File: config.mk
export PLATFORM = sky130hd
export DESIGN_NAME = poly_tail_trim_length
export DESIGN_NICKNAME = d
export VERILOG_FILES = /design/src/rtl/core/ptl_pkg.sv /design/src/rtl/core/ptl_cfg.sv /design/src/rtl/core/ptl_count.sv /design/src/rtl/core/ptl_trim.sv /design/src/rtl/core/poly_tail_trim_length.sv
export SDC_FILE = /design/constraint.sdc
export NUM_CORES = 1
export LEC_CHECK = 0
export BUFFER_PORTS_ARGS = -buffer_cell sky130_fd_sc_hd__clkbuf_2
export CAP_MARGIN = 20
export CORE_MARGIN = 2
export CORE_UTILIZATION = 50
export CTS_BUF_LIST = sky130_fd_sc_hd__clkbuf_8
export CTS_CLUSTER_SIZE = 14
export DETAILED_ROUTE_END_ITERATION = 8
export PLACE_DENSITY = 0.72
export SLEW_MARGIN = 10
export SYNTH_ARGS = -nofsm -noshare
export SYNTH_HDL_FRONTEND = slang
export SYNTH_SLANG_ARGS = --single-unit
File: constraint.sdc
create_clock -name clk_i -period 10.6 [get_ports clk_i]
set_input_delay 1.06 -clock clk_i [delete_from_list [all_inputs] [get_ports clk_i]]
set_output_delay 1.06 -clock clk_i [all_outputs]
set_load 0.1 [all_outputs]
File: src/rtl/core/ptl_pkg.sv
`timescale 1ns / 1ps
`default_nettype none
// ----------------------------------------------------------------------------
// ptl_pkg
// Shared types and constants for the poly-tail trim length block.
// ----------------------------------------------------------------------------
package ptl_pkg;

  localparam int CFG_LEN_W  = 16;
  localparam int CHAR_W     = 8;
  localparam int OUT_LEN_W  = 16;
  localparam int PADDR_W    = 4;
  localparam int PDATA_W    = 32;
  localparam int S_TDATA_W  = 8;
  localparam int M_TDATA_W  = 40;

  localparam logic [CFG_LEN_W-1:0] MIN_KEEP_RST      = 16'd4;
  localparam logic [CFG_LEN_W-1:0] MIN_TRIM_RST      = 16'd16;
  localparam logic [CHAR_W-1:0]    FIRST_TARGET_RST  = 8'd65;  // 'A'
  localparam logic [CHAR_W-1:0]    SECOND_TARGET_RST = 8'd84;  // 'T'

  typedef enum logic [1:0] {
    REG_MIN_KEEP      = 2'd0,
    REG_MIN_TRIM      = 2'd1,
    REG_FIRST_TARGET  = 2'd2,
    REG_SECOND_TARGET = 2'd3
  } reg_idx_e;

  typedef struct packed {
    logic [CFG_LEN_W-1:0] min_keep;
    logic [CFG_LEN_W-1:0] min_trim;
    logic [CHAR_W-1:0]    first_target;
    logic [CHAR_W-1:0]    second_target;
  } cfg_t;

endpackage
`default_nettype wire

File: src/rtl/core/ptl_cfg.sv
`timescale 1ns / 1ps
`default_nettype none
// ----------------------------------------------------------------------------
// ptl_cfg
// APB register file: trim thresholds and the two target characters.
// ----------------------------------------------------------------------------
module ptl_cfg
  import ptl_pkg::*;
(
  input  logic               clk_i,
  input  logic               rst_ni,
  input  logic               psel,
  input  logic               penable,
  input  logic               pwrite,
  input  logic [PADDR_W-1:0] paddr,
  input  logic [PDATA_W-1:0] pwdata,
  output logic [PDATA_W-1:0] prdata,
  output logic               pready,
  output cfg_t               cfg_o
);

  cfg_t     cfg_q, cfg_d;
  reg_idx_e idx;
  logic     wr_en;

  assign pready = 1'b1;
  assign idx    = reg_idx_e'(paddr[3:2]);
  assign wr_en  = psel & penable & pwrite;

  always_comb begin
    cfg_d = cfg_q;
    if (wr_en) begin
      unique case (idx)
        REG_MIN_KEEP:      cfg_d.min_keep      = pwdata[CFG_LEN_W-1:0];
        REG_MIN_TRIM:      cfg_d.min_trim      = pwdata[CFG_LEN_W-1:0];
        REG_FIRST_TARGET:  cfg_d.first_target  = pwdata[CHAR_W-1:0];
        REG_SECOND_TARGET: cfg_d.second_target = pwdata[CHAR_W-1:0];
        default:           cfg_d = cfg_q;
      endcase
    end
  end

  always_comb begin
    unique case (idx)
      REG_MIN_KEEP:      prdata = {{(PDATA_W-CFG_LEN_W){1'b0}}, cfg_q.min_keep};
      REG_MIN_TRIM:      prdata = {{(PDATA_W-CFG_LEN_W){1'b0}}, cfg_q.min_trim};
      REG_FIRST_TARGET:  prdata = {{(PDATA_W-CHAR_W){1'b0}}, cfg_q.first_target};
      REG_SECOND_TARGET: prdata = {{(PDATA_W-CHAR_W){1'b0}}, cfg_q.second_target};
      default:           prdata = '0;
    endcase
  end

  always_ff @(posedge clk_i or negedge rst_ni) begin
    if (!rst_ni) begin
      cfg_q.min_keep      <= MIN_KEEP_RST;
      cfg_q.min_trim      <= MIN_TRIM_RST;
      cfg_q.first_target  <= FIRST_TARGET_RST;
      cfg_q.second_target <= SECOND_TARGET_RST;
    end else begin
      cfg_q <= cfg_d;
    end
  end

  assign cfg_o = cfg_q;

endmodule
`default_nettype wire

File: src/rtl/core/ptl_count.sv
`timescale 1ns / 1ps
`default_nettype none
// ----------------------------------------------------------------------------
// ptl_count
// Per-read run tracking; registers a snapshot of the counts on the last base.
// ----------------------------------------------------------------------------
module ptl_count
  import ptl_pkg::*;
#(
  parameter int LEN_BITS = 16
) (
  input  logic                clk_i,
  input  logic                rst_ni,
  input  cfg_t                cfg_i,
  input  logic                adv_i,
  input  logic                accept_i,
  input  logic [CHAR_W-1:0]   base_i,
  input  logic                last_i,
  output logic                snap_valid_o,
  output logic [LEN_BITS-1:0] snap_size_o,
  output logic [LEN_BITS-1:0] snap_first_o,
  output logic [LEN_BITS-1:0] snap_second_o,
  output logic [LEN_BITS-1:0] snap_srbf_o,
  output logic [LEN_BITS-1:0] pos_o
);

  localparam logic [LEN_BITS-1:0] LenMax = '1;

  logic [LEN_BITS-1:0] pos_q, pos_d, first_q, first_d, second_q, second_d;
  logic [LEN_BITS-1:0] srbf_q, srbf_d;
  logic [LEN_BITS-1:0] pos_upd, first_upd, second_upd, srbf_upd;
  logic                snap_valid_q;
  logic [LEN_BITS-1:0] snap_size_q, snap_first_q, snap_second_q, snap_srbf_q;
  logic                is_first, is_second;

  assign is_first  = (base_i == cfg_i.first_target);
  assign is_second = (base_i == cfg_i.second_target);

  always_comb begin
    pos_upd = (pos_q == LenMax) ? pos_q : pos_q + 1'b1;
    if (is_first) begin
      // entering a new first-target run: remember the second-target run before it
      srbf_upd  = (first_q == '0) ? second_q : srbf_q;
      first_upd = (first_q == LenMax) ? first_q : first_q + 1'b1;
    end else begin
      srbf_upd  = '0;
      first_upd = '0;
    end
    if (is_second) begin
      second_upd = (second_q == LenMax) ? second_q : second_q + 1'b1;
    end else begin
      second_upd = '0;
    end
  end

  always_comb begin
    pos_d    = pos_q;
    first_d  = first_q;
    second_d = second_q;
    srbf_d   = srbf_q;
    if (accept_i) begin
      if (last_i) begin
        pos_d    = '0;
        first_d  = '0;
        second_d = '0;
        srbf_d   = '0;
      end else begin
        pos_d    = pos_upd;
        first_d  = first_upd;
        second_d = second_upd;
        srbf_d   = srbf_upd;
      end
    end
  end

  always_ff @(posedge clk_i or negedge rst_ni) begin
    if (!rst_ni) begin
      pos_q        <= '0;
      first_q      <= '0;
      second_q     <= '0;
      srbf_q       <= '0;
      snap_valid_q <= 1'b0;
    end else begin
      pos_q    <= pos_d;
      first_q  <= first_d;
      second_q <= second_d;
      srbf_q   <= srbf_d;
      if (adv_i) begin
        snap_valid_q <= accept_i & last_i;
      end
    end
  end

  always_ff @(posedge clk_i) begin
    if (adv_i) begin
      snap_size_q   <= pos_upd;
      snap_first_q  <= first_upd;
      snap_second_q <= second_upd;
      snap_srbf_q   <= srbf_upd;
    end
  end

  assign snap_valid_o  = snap_valid_q;
  assign snap_size_o   = snap_size_q;
  assign snap_first_o  = snap_first_q;
  assign snap_second_o = snap_second_q;
  assign snap_srbf_o   = snap_srbf_q;
  assign pos_o         = pos_q;

endmodule
`default_nettype wire

File: src/rtl/core/ptl_trim.sv
`timescale 1ns / 1ps
`default_nettype none
// ----------------------------------------------------------------------------
// ptl_trim
// Two registered trim passes: first-target cut, then second-target cut.
// ----------------------------------------------------------------------------
module ptl_trim
  import ptl_pkg::*;
#(
  parameter int LEN_BITS = 16
) (
  input  logic                 clk_i,
  input  logic                 rst_ni,
  input  cfg_t                 cfg_i,
  input  logic                 adv_i,
  input  logic                 valid_i,
  input  logic [LEN_BITS-1:0]  size_i,
  input  logic [LEN_BITS-1:0]  first_i,
  input  logic [LEN_BITS-1:0]  second_i,
  input  logic [LEN_BITS-1:0]  srbf_i,
  output logic                 valid_o,
  output logic [OUT_LEN_W-1:0] read_length_o,
  output logic [OUT_LEN_W-1:0] kept_length_o,
  output logic                 first_cut_o,
  output logic                 second_cut_o
);

  localparam int CW = (LEN_BITS > CFG_LEN_W) ? LEN_BITS : CFG_LEN_W;

  logic [CW-1:0] keep_x, trim_x;
  logic [CW-1:0] size_x, first_x, second_x, srbf_x;
  logic [CW-1:0] lim1, c1, len1, run2;
  logic          cut1;

  logic          p1_valid_q;
  logic [CW-1:0] p1_size_q, p1_len1_q, p1_run2_q;
  logic          p1_cut1_q;

  logic [CW-1:0] lim2, c2, kept;
  logic          cut2;

  logic                 out_valid_q;
  logic [OUT_LEN_W-1:0] out_read_q, out_kept_q;
  logic                 out_cut1_q, out_cut2_q;

  assign keep_x   = CW'(cfg_i.min_keep);
  assign trim_x   = CW'(cfg_i.min_trim);
  assign size_x   = CW'(size_i);
  assign first_x  = CW'(first_i);
  assign second_x = CW'(second_i);
  assign srbf_x   = CW'(srbf_i);

  // first pass
  always_comb begin
    lim1 = (size_x > keep_x) ? size_x - keep_x : '0;
    c1   = (first_x < lim1) ? first_x : lim1;
    cut1 = (c1 > trim_x);
    len1 = cut1 ? size_x - c1 : size_x;
    // a clamped cut leaves a rest still ending in first target: no second run
    if (cut1) begin
      run2 = (c1 == first_x) ? srbf_x : '0;
    end else begin
      run2 = second_x;
    end
  end

  // second pass
  always_comb begin
    lim2 = (p1_len1_q > keep_x) ? p1_len1_q - keep_x : '0;
    c2   = (p1_run2_q < lim2) ? p1_run2_q : lim2;
    cut2 = (c2 > trim_x);
    kept = cut2 ? p1_len1_q - c2 : p1_len1_q;
  end

  always_ff @(posedge clk_i or negedge rst_ni) begin
    if (!rst_ni) begin
      p1_valid_q  <= 1'b0;
      out_valid_q <= 1'b0;
    end else if (adv_i) begin
      p1_valid_q  <= valid_i;
      out_valid_q <= p1_valid_q;
    end
  end

  always_ff @(posedge clk_i) begin
    if (adv_i) begin
      p1_size_q  <= size_x;
      p1_len1_q  <= len1;
      p1_run2_q  <= run2;
      p1_cut1_q  <= cut1;
      out_read_q <= p1_size_q[OUT_LEN_W-1:0];
      out_kept_q <= kept[OUT_LEN_W-1:0];
      out_cut1_q <= p1_cut1_q;
      out_cut2_q <= cut2;
    end
  end

  assign valid_o       = out_valid_q;
  assign read_length_o = out_read_q;
  assign kept_length_o = out_kept_q;
  assign first_cut_o   = out_cut1_q;
  assign second_cut_o  = out_cut2_q;

endmodule
`default_nettype wire

File: src/rtl/core/poly_tail_trim_length.sv
`timescale 1ns / 1ps
`default_nettype none
// ----------------------------------------------------------------------------
// poly_tail_trim_length
// Streaming poly-tail trimmer: read length and kept length per read.
// ----------------------------------------------------------------------------
// One read character is taken per beat, one beat per clock while the output
// side is ready. The beat flagged tlast produces one result beat, which
// passes the count snapshot at the accepting edge, then the first-pass
// register, then the second-pass output register; other beats produce
// nothing. All pipeline stages advance together whenever
// the output register is empty or being taken, so a stalled result holds the
// whole pipe and s_axis_tready drops. Counts saturate at 2**LEN_BITS-1; the
// reported lengths are the low 16 bits. Registers: 0x0 min_keep, 0x4
// min_trim, 0x8 first_target, 0xC second_target.
module poly_tail_trim_length
  import ptl_pkg::*;
#(
  parameter int LEN_BITS = 16
) (
  input  logic                 clk_i,
  input  logic                 rst_ni,
  // APB configuration
  input  logic                 psel,
  input  logic                 penable,
  input  logic                 pwrite,
  input  logic [PADDR_W-1:0]   paddr,
  input  logic [PDATA_W-1:0]   pwdata,
  output logic [PDATA_W-1:0]   prdata,
  output logic                 pready,
  // read characters
  input  logic                 s_axis_tvalid,
  output logic                 s_axis_tready,
  input  logic [S_TDATA_W-1:0] s_axis_tdata,  // [7:0] base
  input  logic                 s_axis_tlast,
  // results
  output logic                 m_axis_tvalid,
  input  logic                 m_axis_tready,
  // [15:0] read_length, [31:16] kept_length, [32] first_cut, [33] second_cut
  output logic [M_TDATA_W-1:0] m_axis_tdata
);

  cfg_t                 cfg;
  logic                 adv, s_accept;
  logic                 snap_valid;
  logic [LEN_BITS-1:0]  snap_size, snap_first, snap_second, snap_srbf, pos;
  logic [OUT_LEN_W-1:0] read_length, kept_length;
  logic                 first_cut, second_cut;

  assign adv           = !m_axis_tvalid || m_axis_tready;
  assign s_axis_tready = adv;
  assign s_accept      = s_axis_tvalid & s_axis_tready;

  ptl_cfg u_cfg (
    .clk_i   (clk_i),
    .rst_ni  (rst_ni),
    .psel    (psel),
    .penable (penable),
    .pwrite  (pwrite),
    .paddr   (paddr),
    .pwdata  (pwdata),
    .prdata  (prdata),
    .pready  (pready),
    .cfg_o   (cfg)
  );

  ptl_count #(
    .LEN_BITS (LEN_BITS)
  ) u_count (
    .clk_i         (clk_i),
    .rst_ni        (rst_ni),
    .cfg_i         (cfg),
    .adv_i         (adv),
    .accept_i      (s_accept),
    .base_i        (s_axis_tdata[CHAR_W-1:0]),
    .last_i        (s_axis_tlast),
    .snap_valid_o  (snap_valid),
    .snap_size_o   (snap_size),
    .snap_first_o  (snap_first),
    .snap_second_o (snap_second),
    .snap_srbf_o   (snap_srbf),
    .pos_o         (pos)
  );

  ptl_trim #(
    .LEN_BITS (LEN_BITS)
  ) u_trim (
    .clk_i         (clk_i),
    .rst_ni        (rst_ni),
    .cfg_i         (cfg),
    .adv_i         (adv),
    .valid_i       (snap_valid),
    .size_i        (snap_size),
    .first_i       (snap_first),
    .second_i      (snap_second),
    .srbf_i        (snap_srbf),
    .valid_o       (m_axis_tvalid),
    .read_length_o (read_length),
    .kept_length_o (kept_length),
    .first_cut_o   (first_cut),
    .second_cut_o  (second_cut)
  );

  assign m_axis_tdata = {{(M_TDATA_W - 2*OUT_LEN_W - 2){1'b0}},
                         second_cut, first_cut, kept_length, read_length};

  // counts restart after the last beat of a read
  a_count_clears: assert property (@(posedge clk_i) disable iff (!rst_ni)
    (s_accept && s_axis_tlast) |=> (pos == '0))
    else $error("position count not cleared after last beat");

  // without a cut the whole read is kept
  a_no_cut_full: assert property (@(posedge clk_i) disable iff (!rst_ni)
    (m_axis_tvalid && !first_cut && !second_cut) |-> (kept_length == read_length))
    else $error("kept length differs from read length without a cut");

  // a snapshot only appears from a last beat taken in the previous cycle
  a_snap_from_last: assert property (@(posedge clk_i) disable iff (!rst_ni)
    $rose(snap_valid) |-> $past(s_accept && s_axis_tlast))
    else $error("result snapshot without a last beat");

endmodule
`default_nettype wire
### Word-level counts from Yosys, hierarchy flattened

Index checks and enable logic that the tools add are counted.

| storage, ports and cells | value |
|---|---|
| flip-flop bits (word level) | 262 |
| output and inout bits | 75 |
| input bits | 52 |
| logic and storage cells | 77 |

| operators by class | value |
|---|---|
| eq/ne operators | 9 |
| $add $sub $neg | 7 |
| magnitude comparators | 6 |
| multiplexer cells | 20 |
| reduce and logical (&&, ||, !) cells | 8 |
| bitwise gates (word level) | 4 |

Operator list:

| operator | count |
|---|---|
| $mux W16 | 19 |
| $pmux W32 S4 | 1 |
| $gt A16 B16 Y1 | 4 |
| $sub A16 B16 Y16 | 4 |
| $add A16 B1 Y16 const B | 3 |
| $eq A16 B16 Y1 const B | 3 |
| $lt A16 B16 Y1 | 2 |
| $eq A16 B16 Y1 | 1 |
| $eq A8 B8 Y1 | 2 |
| $logic_not A16 Y1 | 1 |
| $reduce_and A2 Y1 | 4 |
| $and A1 B1 Y1 | 4 |
| $eq A2 B2 Y1 const B | 2 |
| $eq A2 B1 Y1 const B | 1 |
| $logic_not A2 Y1 | 1 |
| $logic_not A1 Y1 | 1 |
| $logic_or A1 B1 Y1 | 1 |

### Depth between registers and ports, before layout

Gate-level depths: netlist of the first run.

| logic depth | value |
|---|---|
| word-level depth | 7 |
| depth in mapped cells | 35 |
| depth with buffers taken out | 34 |

### By module

Synthesis of the first run repeated with hierarchy kept, for this count alone.

| unflattened totals | value |
|---|---|
| cell total of the unflattened synthesis | 1857 |
| area total of the unflattened synthesis | 18342.6 um^2 |

Modules (own cells, without submodules):

| module | times used | sequential area each (um^2) | area an instance (um^2) | cells each |
|---|---|---|---|---|
| ptl_trim | 1 | 2542.4 | 9101.2 | 1023 |
| ptl_count | 1 | 3548.4 | 6815.3 | 669 |
| ptl_cfg | 1 | 1209.9 | 2339.7 | 154 |
| poly_tail_trim_length | 1 | 0.0 | 86.3 | 11 |

### Worst setup path after synthesis of the first run

No wires, ideal clock.

| timing | value |
|---|---|
| path type | input to register |
| from | in m_axis_tready |
| to | reg u_count.first_q[0] |
| data required time | 10.534 ns |
| stages on the path | 6 |
| setup slack | 2.882 ns |
| library setup time | 0.066 ns |
| buffers on the path | 2 |
| arrival time | 7.651 ns |
| cell sequence | nand2b_1 > clkbuf_1 > nand2_1 > nor2_1 > clkbuf_1 > a22o_1 |

| between the ends | value |
|---|---|
| word-level cells in the longest chain between the ends | 2 |

RTL lines:

| what | RTL line | text |
|---|---|---|
| from (decl) | poly_tail_trim_length.sv:38 | `input logic m_axis_tready,` |
| $logic_or A1 B1 Y1 | poly_tail_trim_length.sv:50 | `assign adv = !m_axis_tvalid \|\| m_axis_tready;` |
| net s_axis_tready | poly_tail_trim_length.sv:33 | `output logic s_axis_tready,` |
| $and A1 B1 Y1 | poly_tail_trim_length.sv:52 | `assign s_accept = s_axis_tvalid & s_axis_tready;` |
| to (signal assigned) | ptl_count.sv:85 | `first_q <= first_d;` |
| to (decl) | ptl_count.sv:29 | `logic [LEN_BITS-1:0] pos_q, pos_d, first_q, first_d, second_q, second_d;` |

The timed path passes the listed nets, and every way through them passes these cells.
A chain may end at the register's enable or synchronous reset.

### Worst setup path after layout of the first run

| timing | value |
|---|---|
| from | reg u_cfg.cfg_q (netlist bit u_cfg.cfg_o[34]) |
| to | reg u_trim.out_kept_q[15], in the netlist u_trim.kept_length_o[15], data pin |

| between the ends | value |
|---|---|
| word-level cells in the longest chain between the ends | 6 |
| elaborated cells on any way between the ends | 8 |
| classes of those cells | 2 x add/sub; 3 x order compare; 3 x mux |

RTL lines:

| what | RTL line | text |
|---|---|---|
| from (decl) | ptl_cfg.sv:22 | `cfg_t cfg_q, cfg_d;` |
| from (signal assigned) | ptl_cfg.sv:60 | `cfg_q <= cfg_d;` |
| $sub A16 B16 Y16 or $gt A16 B16 Y1 (tied branches) | ptl_trim.sv:69 | `lim2 = (p1_len1_q > keep_x) ? p1_len1_q - keep_x : '0;` |
| $mux W16 (*) | ptl_trim.sv:69 |  |
| $lt A16 B16 Y1 | ptl_trim.sv:70 | `c2 = (p1_run2_q < lim2) ? p1_run2_q : lim2;` |
| $mux W16 (*) | ptl_trim.sv:70 |  |
| $sub A16 B16 Y16 or $gt A16 B16 Y1 (tied branches) | ptl_trim.sv:72, ptl_trim.sv:71 |  |
| $mux W16 (*) | ptl_trim.sv:72 | `kept = cut2 ? p1_len1_q - c2 : p1_len1_q;` |
| net u_trim.kept[15] | ptl_trim.sv:39 | `logic [CW-1:0] lim2, c2, kept;` |
| to (signal assigned) | ptl_trim.sv:92 | `out_kept_q <= kept[OUT_LEN_W-1:0];` |
| to (decl) | ptl_trim.sv:43 | `logic [OUT_LEN_W-1:0] out_read_q, out_kept_q;` |

The timed path passes the listed nets; every way through them passes the cells marked *.

==> impl_metrics.tcl, run 1 <==
set metrics [dict create \
    outcome "finished clean" \
    fin_worst_skew_ns 0.0196 \
    h-tree-depth 2 \
    worstMarginPinSlew_ns 1.05 \
    antenna_cells 0 \
    timing.setup.tns_ns 0 \
    irDropWorstVdd_mv 0.207 \
    leakage_nw 8.17 \
    syn_area_sq_mm 0.0172 \
    synth_top_cells_by_count "edfxtp_1 (147), nor2_1 (135), inv_1 (129)" \
    period_share_pct 78.3 \
    insertion_delay_ns 0.58 \
    r2r-start "u_cfg.cfg_o[34]$_DFFE_PN1P_" \
    firstDrtPassIters 6 \
    synth_cells 1687 \
    max_freq_ghz 0.121 \
    drc 0 \
    die_h_microns 190 \
    die_w_microns 190 \
    yosys.area.top_type "edfxtp_1" \
    path_clk_slew_ns 0.06 \
    maxCapViolations 0 \
    nets 1948 \
    antenna_left 0 \
    finalSetupViolCount 0 \
    hold_class "flip-flop to flip-flop" \
    overflow 0 \
    criticalPathCategory "flip-flop to flip-flop" \
    cts_num_sinks 262 \
    clockBufferDepth 3 \
    min_to "u_trim.read_length_o[7]$_DFFE_PN_" \
    cp-end-kind "flip-flop" \
    dieArea_sq_mm 0.0360 \
    root_buffer "clkbuf_8" \
    grtUsageTotal_pct 24.3 \
    ff2ff_setup_slack_ns 2.30 \
    yosysMostFrequentCell "edfxtp_1" \
    slew_viol_final 0 \
    ys_ff_latch 262 \
    synthArstFlopShare_pct 43.9 \
    finalHoldViolations 0 \
    cts_tree "built" \
    path_max_fanout 30 \
    synthFlopType "edfxtp_1" \
    ys_types 90 \
    io_buffers 85 \
    cts_buffers 44 \
    whs_ns 0.420 \
    start_kind "flip-flop" \
    drive_gt1_share_pct 16.7 \
    start_util_pct 51.1 \
    antenna_found_initial 0 \
    slowest_delay_ns 0.72 \
    syn2layout_area_growth_pct 9.53 \
    grt_max_degree 68 \
    vias_per_cell 5.87 \
    max-slew-margin-rel_pct 30.2 \
    fin_crit_ns 8.30 \
    rows 67 \
    r2r_end "u_trim.kept_length_o[15]$_DFFE_PN_" \
    synthTopCellsByArea "edfxtp_1 (26%), dfrtp_1 (16%), ha_1 (9.3%), mux2_2 (4.4%), nor2_1 (2.9%)" \
    worstPathArrival_ns 8.71 \
    ctsHoldBuffers 0 \
    core_sq_mm 0.0337 \
    post_cts_resized 0 \
    avgSynthCellArea_sq_um 10.2 \
    dpl_cell_area_sq_mm 0.0180 \
    boundaryPins 127 \
    drt-total-wl_mm 43.6 \
    holdCritStartpoint "u_trim.p1_size_q[7]$_DFFE_PN_" \
    required_ns 11.01 \
    synth-edff-count 147 \
    powerDensity_mw_per_mm2 310 \
    yosysSeqAreaShare_pct 42.4 \
    cp_slowest_cell "nand2_1" \
    dp_hpwl_mm 31.8 \
    reg2reg_depth 30 \
    rsz0062_at_grt "false" \
    finalWeightedCongestion 0.922 \
    avgRoutedWirePerCell_microns 19.4 \
    post-route-util_pct 56.0 \
    grt_pass1_vias 12700 \
    worstHoldPathCells 0 \
    postCtsSetupBuffers 0 \
    first_iter_violations 938 \
    via_count 13200 \
    ys_warn_count 0 \
    grt_pass1_wl_mm 68.8 \
    synth_top_area_share_pct 25.6 \
    finalInstanceArea_sq_mm 0.0189 \
]
-- registers in the layout, indices dropped and copies added, names as in the netlist, 16 cells and up --
signal / count
u_cfg.cfg_o: 48
u_count.first_q: 16
u_count.pos_o: 16
u_count.second_q: 16
u_count.snap_first_o: 16
u_count.snap_second_o: 16
u_count.snap_size_o: 16
u_count.snap_srbf_o: 16
u_count.srbf_q: 16
u_trim.kept_length_o: 16
u_trim.p1_len1_q: 16
u_trim.p1_run2_q: 16
u_trim.p1_size_q: 16
u_trim.read_length_o: 16
-- per-stage QoR --
step / power, mW / std cells / setup WS, ns
2_1_floorplan: 4.23 / 1708 / 2.88
3_3_place_gp: 4.85 / 2163 / 2.51
3_5_place_dp: 4.92 / 2164 / 2.39
4_1_cts: 5.85 / 2246 / 2.36
5_1_grt: 6.26 / 2248 / 1.55
6_report: 5.85 / 2248 / 2.30
-- cells by family (layout without fill, tap and decap cells) --
logic type	Yosys count	after routing	share of synthesized area [%]
AOI/OAI and AO/OA	399	399	16.7
other	2	23	0.0436
and+or+nand+nor	468	468	13.1
adders and majority gates	132	132	9.76
DFF	262	262	42.4
buffers and inverters	221	313	5.60
muxes	110	110	7.60
xor gates and xnor gates	93	93	4.77
-- layer usage --
metal / vias up / share of wire, % / track usage, %
li1: 6290 / - / -
met5: - / 0 / 0
met3: 111 / 6.3 / 4.06
met2: 451 / 44 / 38.1
met4: 0 / 4.3 / 10.6
met1: 6344 / 45 / 33.4
-- cell type report --
class                      count  area [sq um]
sequential                   262          7300
clock inverter                37           256
tap                          448           561
inverter                     129           484
timing repair buffer         102           561
multi-input combinational   1225          9090
clock buffer                  45           619
fill                        3028         14800
-- worst max-delay path by stage --
stage | to | slack [ns] | startpoint
5_1_grt | u_trim.kept_length_o[15]$_DFFE_PN_ | 1.55 | u_cfg.cfg_o[34]$_DFFE_PN1P_
3_3_place_gp | u_trim.kept_length_o[15]$_DFFE_PN_ | 2.51 | u_cfg.cfg_o[32]$_DFFE_PN0P_
2_1_floorplan | u_count.first_q[0]$_DFFE_PN0P_ | 2.88 | m_axis_tready
6_report | u_trim.kept_length_o[15]$_DFFE_PN_ | 2.30 | u_cfg.cfg_o[34]$_DFFE_PN1P_
4_1_cts | u_trim.kept_length_o[15]$_DFFE_PN_ | 2.36 | u_cfg.cfg_o[34]$_DFFE_PN1P_
3_5_place_dp | u_trim.kept_length_o[15]$_DFFE_PN_ | 2.39 | u_cfg.cfg_o[34]$_DFFE_PN1P_
-- cells in the final DEF, fill, tap and decap left out, drive strengths merged, types with 15 or more instances in the layout --
master,n
mux2i,33
nand2,115
xor2,45
nand4,32
nor2b,28
a31oi,15
clkbuf,129
edfxtp,147
conb,23
a22o,54
and3,23
a21oi,81
inv,135
o21ai,90
nor2,135
dfrtp,108
a21o,36
clkinv,27
buf,18
o41ai,20
nor3,25
ha,128
xnor2,48
mux2,67
nand3,42
-- critical path, delay by kind of cell, from the launching register on --
kind | cells | cell delay, ns
compound gates | 18 | 4.54
xor+xnor | 1 | 0.14
fa+ha+maj | 3 | 0.93
buf+inv | 3 | 0.35
flops | 1 | 0.53
mux | 1 | 0.53
simple gates | 4 | 1.10
-- report_power, final --
group / switching [mW] / internal, mW
clock: 0.443 / 0.457
combinational: 2.14 / 1.24
sequential: 0.179 / 1.39
(Power assumes the default switching activity.)
==> inputs of run 2 (changes only) <==
--- a/config.mk
+++ b/config.mk
@@ -12,7 +12,7 @@
 export CTS_BUF_LIST = sky130_fd_sc_hd__clkbuf_8
 export CTS_CLUSTER_SIZE = 14
 export DETAILED_ROUTE_END_ITERATION = 8
-export PLACE_DENSITY = 0.72
+export PLACE_DENSITY = 0.75
 export SLEW_MARGIN = 10
 export SYNTH_ARGS = -nofsm -noshare
 export SYNTH_HDL_FRONTEND = slang
==> constraint.sdc (replaced) <==
create_clock -name clk_i -period 7.2 [get_ports clk_i]
set_input_delay 0.72 -clock clk_i [delete_from_list [all_inputs] [get_ports clk_i]]
set_output_delay 0.72 -clock clk_i [all_outputs]
set_load 0.1 [all_outputs]
==> run 2 against run 1 <==
Sequential share of layout area is 1.0 points lower. Die area stayed put. Fmax rose by 20%. Setup slack lost 2.0 ns. Sequential power up 46%. Highest routed layer unchanged.
==> impl_metrics.tcl, run 2 (synthesis results as in run 1) <==
set metrics [dict create \
    outcome "finished clean" \
    cp-end-kind "flip-flop" \
    grt_max_degree 68 \
    first_iter_violations 1116 \
    insertion_delay_ns 0.58 \
    ctsHoldBuffers 0 \
    die_w_microns 190 \
    timing.setup.tns_ns 0 \
    drc 0 \
    antenna_cells 0 \
    regArea_sq_mm 0.00730 \
    maxCapViolations 0 \
    fin_worst_skew_ns 0.0326 \
    die_h_microns 190 \
    finalSetupViolCount 0 \
    antenna_left 0 \
    dpl_cell_area_sq_mm 0.0182 \
    vias_per_cell 5.96 \
    cts_tree "built" \
    grt_pass1_vias 13300 \
    grt_pass1_wl_mm 70.6 \
    mostFrequentLayoutCell "edfxtp_1" \
    worstMarginPinSlew_ns 0.998 \
    period_share_pct 95.7 \
    multi_input_area_sq_mm 0.00919 \
    max_freq_ghz 0.145 \
    finalHoldViolations 0 \
    crit_top_cell "ha_1" \
    power.total_mw 9.14 \
    irDropWorstVdd_mv 0.323 \
    clockBufferDepth 3 \
    post-route-util_pct 57.5 \
    overflow 0 \
    crit_buf_inv 4 \
    worstPathArrival_ns 7.23 \
    cts_buffers 46 \
    num-fill-cells 2924 \
    layout_setup_ws_ns 0.312 \
    layout.cells.non_filler 2284 \
    h-tree-depth 2 \
    rows 67 \
    largest_register_ffs 48 \
    slowest_delay_ns 0.58 \
    syn2layout_area_growth_pct 12.5 \
    dp_cells 2193 \
    mostFrequentLayoutCells "edfxtp_1 (147), inv_1 (139), nor2_1 (134)" \
    dieArea_sq_mm 0.0360 \
    core_sq_mm 0.0337 \
    avgRoutedWirePerCell_microns 19.5 \
    ff2ff_setup_slack_ns 0.31 \
    fin_crit_ns 6.89 \
    drive_gt1_share_pct 19.2 \
    root_buffer "clkbuf_8" \
    nets 1982 \
    leakage_nw 8.46 \
    cts_num_sinks 262 \
    path_max_fanout 16 \
    antenna_found_initial 0 \
    place_ws_ns 0.175 \
    dp_hpwl_mm 32.8 \
    boundaryPins 127 \
    cp_slowest_cell "or4_4" \
    required_ns 7.54 \
    finalWeightedCongestion 0.936 \
    hold_class "primary input to async pin" \
    firstDrtPassIters 6 \
    powerDensity_mw_per_mm2 472 \
    path_clk_slew_ns 0.07 \
    io_buffers 85 \
    finalInstanceArea_sq_mm 0.0194 \
    drt-total-wl_mm 44.6 \
    via_count 13600 \
    start_kind "flip-flop" \
    criticalPathCategory "flip-flop to flip-flop" \
    start_util_pct 51.1 \
    whs_ns 0.163 \
    path_delay_family "compound AO/OA/AOI/OAI gates" \
    slew_viol_final 0 \
    grtUsageTotal_pct 24.7 \
    max-slew-margin-rel_pct 33.5 \
]
[run 2: cell types whose count changed in the layout (fill, tap and decap cells not counted), sizes merged]
| cell | delta |
|---|---|
| buf | +32 |
| clkinv | -18 |
| clkbuf | +15 |
| inv | +8 |
| clkinvlp | -2 |
| bufinv | +1 |
[run 2: layout make-up]
class                           count  area share [%]
Clock buffer                       60            4.26
Clock inverter                     26            1.12
Inverter                          129            2.50
Multi-Input combinational cell   1225            47.4
Sequential cell                   262            37.7
Tap cell                          448            2.89
Timing Repair Buffer              134            4.21
[run 2: power by group]
| part | total [mW] | internal (mW) | switching, mW |
|---|---|---|---|
| Sequential | 2.30 | 2.04 | 0.255 |
| Combinational | 5.34 | 2.03 | 3.31 |
| Clock | 1.51 | 0.868 | 0.644 |
| Total | 9.14 | 4.94 | 4.21 |
[run 2: path summary, 6_finish.rpt]
check / end / cells past startpoint / from
hold / removal: u_cfg.cfg_o[26]$_DFFE_PN0P_ / 1 / rst_ni
setup reg to reg: u_trim.p1_run2_q[11]$_DFFE_PN_ / 27 / u_cfg.cfg_o[34]$_DFFE_PN1P_
min in group clk_i: u_cfg.cfg_o[47]$_DFFE_PN0P_ / 3 / pwdata[15]
max in group asynchronous: u_count.srbf_q[11]$_DFFE_PN0P_ / 2 / rst_ni
setup / recovery: u_trim.p1_run2_q[11]$_DFFE_PN_ / 27 / u_cfg.cfg_o[34]$_DFFE_PN1P_
hold reg to reg: u_trim.read_length_o[15]$_DFFE_PN_ / 0 / u_trim.p1_size_q[15]$_DFFE_PN_
[run 2: metal layers]
metal	global-route usage (%)	share of wire [%]	vias up
met3	3.98	6.2	98
li1	-	-	6373
met2	39.8	46	498
met4	10.1	3.7	0
met5	0	0	-
met1	33.4	45	6640
[run 2: what timing repair did]
action / CTS / global route
setup buffers: 0 / 3
endpoints found under the setup margin: 0 / 31
gates resized for setup: 0 / 21
==> inputs of run 3 (changes only) <==
--- a/config.mk
+++ b/config.mk
@@ -16,4 +16,6 @@
 export SLEW_MARGIN = 10
 export SYNTH_ARGS = -nofsm -noshare
 export SYNTH_HDL_FRONTEND = slang
+export SYNTH_HIERARCHICAL = 1
 export SYNTH_SLANG_ARGS = --single-unit
+export TNS_END_PERCENT = 30
==> run 3 against run 2 <==
Sequential share of layout area is 1.8 points lower. Global-route usage is 0.54 points higher. Total power is 17% higher. Non-clock buffer count is 7 higher. Critical path depth is 4 higher. Cell area is 5.0% higher. Via count is 9.7% higher. Fmax is 0.35% lower. Combinational power is 30% higher. Area after synthesis is 6.4% higher. Setup slack worse by 0.024 ns. Die area is 6.3% higher. Critical path type unchanged. Largest cell class unchanged.
==> impl_metrics.tcl, run 3 <==
set metrics [dict create \
    outcome "finished clean" \
    powerDensity_mw_per_mm2 526 \
    yosys.area.top_type "edfxtp_1" \
    max-slew-margin-rel_pct 29.7 \
    required_ns 7.61 \
    path_max_fanout 7 \
    r2r-start "u_cfg/cfg_o[34]$_DFFE_PN1P_" \
    path_clk_slew_ns 0.06 \
    cts_buffers 46 \
    largest_register_ffs 48 \
    syn_area_sq_mm 0.0183 \
    rows 70 \
    first_iter_violations 1407 \
    grt_pass1_vias 13900 \
    layout.cells.non_filler 2453 \
    avgRoutedWirePerCell_microns 19.8 \
    ys_warn_count 6 \
    io_buffers 85 \
    maxCapViolations 0 \
    r2r_end "u_trim/kept_length_o[15]$_DFFE_PP_" \
    ys_types 106 \
    h-tree-depth 2 \
    irDropWorstVdd_mv 0.362 \
    period_share_pct 96.0 \
    ys_ff_latch 262 \
    yosysMostFrequentCell "nand2_1" \
    core_sq_mm 0.0363 \
    max_freq_ghz 0.145 \
    mostFrequentLayoutCell "nand2_1" \
    synth_top_cells_by_count "nand2_1 (151), edfxtp_1 (147), ha_1 (128)" \
    cp_slowest_cell "dfstp_2" \
    slowest_delay_ns 0.53 \
    start_util_pct 50.5 \
    avgSynthCellArea_sq_um 9.88 \
    antenna_found_initial 0 \
    synthFlopType "edfxtp_1" \
    leakage_nw 8.89 \
    clockBufferDepth 3 \
    drive_gt1_share_pct 19.6 \
    fin_crit_ns 6.91 \
    fin_worst_skew_ns 0.0256 \
    insertion_delay_ns 0.60 \
    drt-total-wl_mm 48.5 \
    boundaryPins 127 \
    slew_viol_final 0 \
    vias_per_cell 6.09 \
    drc 0 \
    synth_cells 1857 \
    antenna_cells 0 \
    reg2reg_depth 31 \
    nets 2132 \
    worstPathArrival_ns 7.32 \
    die_w_microns 196 \
    synthArstFlopShare_pct 43.9 \
    hold_class "primary input to async pin" \
    synth_top_area_share_pct 24.1 \
    yosysSeqAreaShare_pct 39.8 \
    grt_pass1_wl_mm 76.4 \
    dieArea_sq_mm 0.0382 \
    syn2layout_area_growth_pct 11.0 \
    start_kind "flip-flop" \
    cts_num_sinks 262 \
    synthTopCellsByArea "edfxtp_1 (24%), dfrtp_1 (15%), ha_1 (8.7%), mux2_2 (3.6%), a21oi_1 (3.4%)" \
    root_buffer "clkbuf_8" \
    cp-end-kind "flip-flop" \
    grt_max_degree 87 \
    finalHoldViolations 0 \
    antenna_left 0 \
    grtUsageTotal_pct 25.3 \
    via_count 14900 \
    dp_hpwl_mm 36.2 \
    post-route-util_pct 56.0 \
    power.total_mw 10.7 \
    die_h_microns 196 \
    firstDrtPassIters 6 \
    finalSetupViolCount 0 \
    synth-edff-count 147 \
    cts_tree "built" \
    finalWeightedCongestion 0.965 \
    dp_cells 2363 \
    multi_input_area_sq_mm 0.0102 \
    ff2ff_setup_slack_ns 0.29 \
    num-fill-cells 3025 \
    regArea_sq_mm 0.00730 \
    worstMarginPinSlew_ns 1.05 \
    mostFrequentLayoutCells "nand2_1 (151), edfxtp_1 (147), ha_1 (127)" \
    overflow 0 \
    criticalPathCategory "flip-flop to flip-flop" \
]
==> run 3: cell types whose count changed after synthesis, sizes merged, moves of 23 or more <==
cell | previous run | this run
a21oi | 81 | 137
a22o | 54 | 4
buf | 37 | 82
inv | 129 | 106
nand2 | 115 | 151
nor3 | 25 | 65
==> run 3: how the worst max path moves through the flow <==
stage | from | end | slack (ns) | cells after the start
4_1_cts | u_cfg/cfg_o[32]$_DFFE_PN0P_ | u_trim/kept_length_o[15]$_DFFE_PP_ | 0.02 | 34
3_5_place_dp | u_cfg/cfg_o[32]$_DFFE_PN0P_ | u_trim/kept_length_o[15]$_DFFE_PP_ | 0.06 | 34
6_report | u_cfg/cfg_o[34]$_DFFE_PN1P_ | u_trim/kept_length_o[15]$_DFFE_PP_ | 0.29 | 31
3_3_place_gp | u_cfg/cfg_o[32]$_DFFE_PN0P_ | u_trim/kept_length_o[14]$_DFFE_PP_ | 0.24 | 35
2_1_floorplan | u_trim/p1_len1_q[0]$_DFFE_PP_ | u_trim/kept_length_o[12]$_DFFE_PP_ | 0.38 | 37
5_1_grt | u_trim/p1_len1_q[1]$_DFFE_PP_ | u_trim/kept_length_o[15]$_DFFE_PP_ | -0.01 | 30
==> run 3: metrics by stage <==
stage / TNS (ns) / setup WS [ns] / area [sq um] / hold slack [ns]
after global routing: -0.0114 / -0.0114 / 20400 / 0.149
after detailed placement: 0 / 0.0595 / 19200 / 0.405
after global placement: 0 / 0.240 / 19200 / 0.404
final: 0 / 0.288 / 20400 / 0.142
after floorplan: 0 / 0.384 / 18400 / 0.400
after CTS: 0 / 0.0216 / 20200 / 0.125
==> run 3: timing repair <==
action                                  4_1_cts  5_1_grt
hold buffers                                  0        0
endpoints found under the hold margin         0        0
setup buffers                                 0        3
endpoints found under the setup margin        0       36
resized for setup                             0       37
==> run 3: cells by family (layout without fill, tap and decap cells) <==
family	count (synthesis)	after routing	synth area share, %
adders and majority gates	132	132	9.17
DFF	262	262	39.8
muxes	113	113	7.49
and+or+nand+nor	591	591	17.1
other	3	23	0.0614
xor gates and xnor gates	84	84	4.01
buffers and inverters	224	332	5.89
AOI/OAI and AO/OA	448	448	16.5
==> run 3: where the power goes <==
group	leakage [nW]	total [mW]	switching, mW	internal [mW]
registers	3.19	2.31	0.253	2.06
logic	5.13	6.94	4.10	2.84
clock network	0.569	1.46	0.624	0.836
total	8.89	10.7	4.98	5.73
==> run 3: area by class of cell <==
class / instances / area share (%)
tap: 468 / 2.88
clock inverter: 30 / 1.12
timing repair buffer: 141 / 4.35
multi-input combinational: 1391 / 50.1
clock buffer: 55 / 3.72
inverter: 106 / 1.95
sequential: 262 / 35.9
==> run 3: routing by layer <==
layer | GRT usage [%] | share of wire (%) | vias up
met2 | 40.7 | 46 | 589
met5 | 0 | 0 | -
met3 | 4.39 | 6.7 | 95
met4 | 9.27 | 3.5 | 0
li1 | - | - | 7051
met1 | 34.3 | 44 | 7195
==> run 3: critical path: cells and delay by family (launching register included) <==
family	cells	cell delay, ns
buffers and inverters	3	0.44
adders and majority gates	3	1.03
AOI/OAI and AO/OA	12	1.92
muxes	1	0.35
DFF	1	0.53
and+or+nand+nor	12	2.45
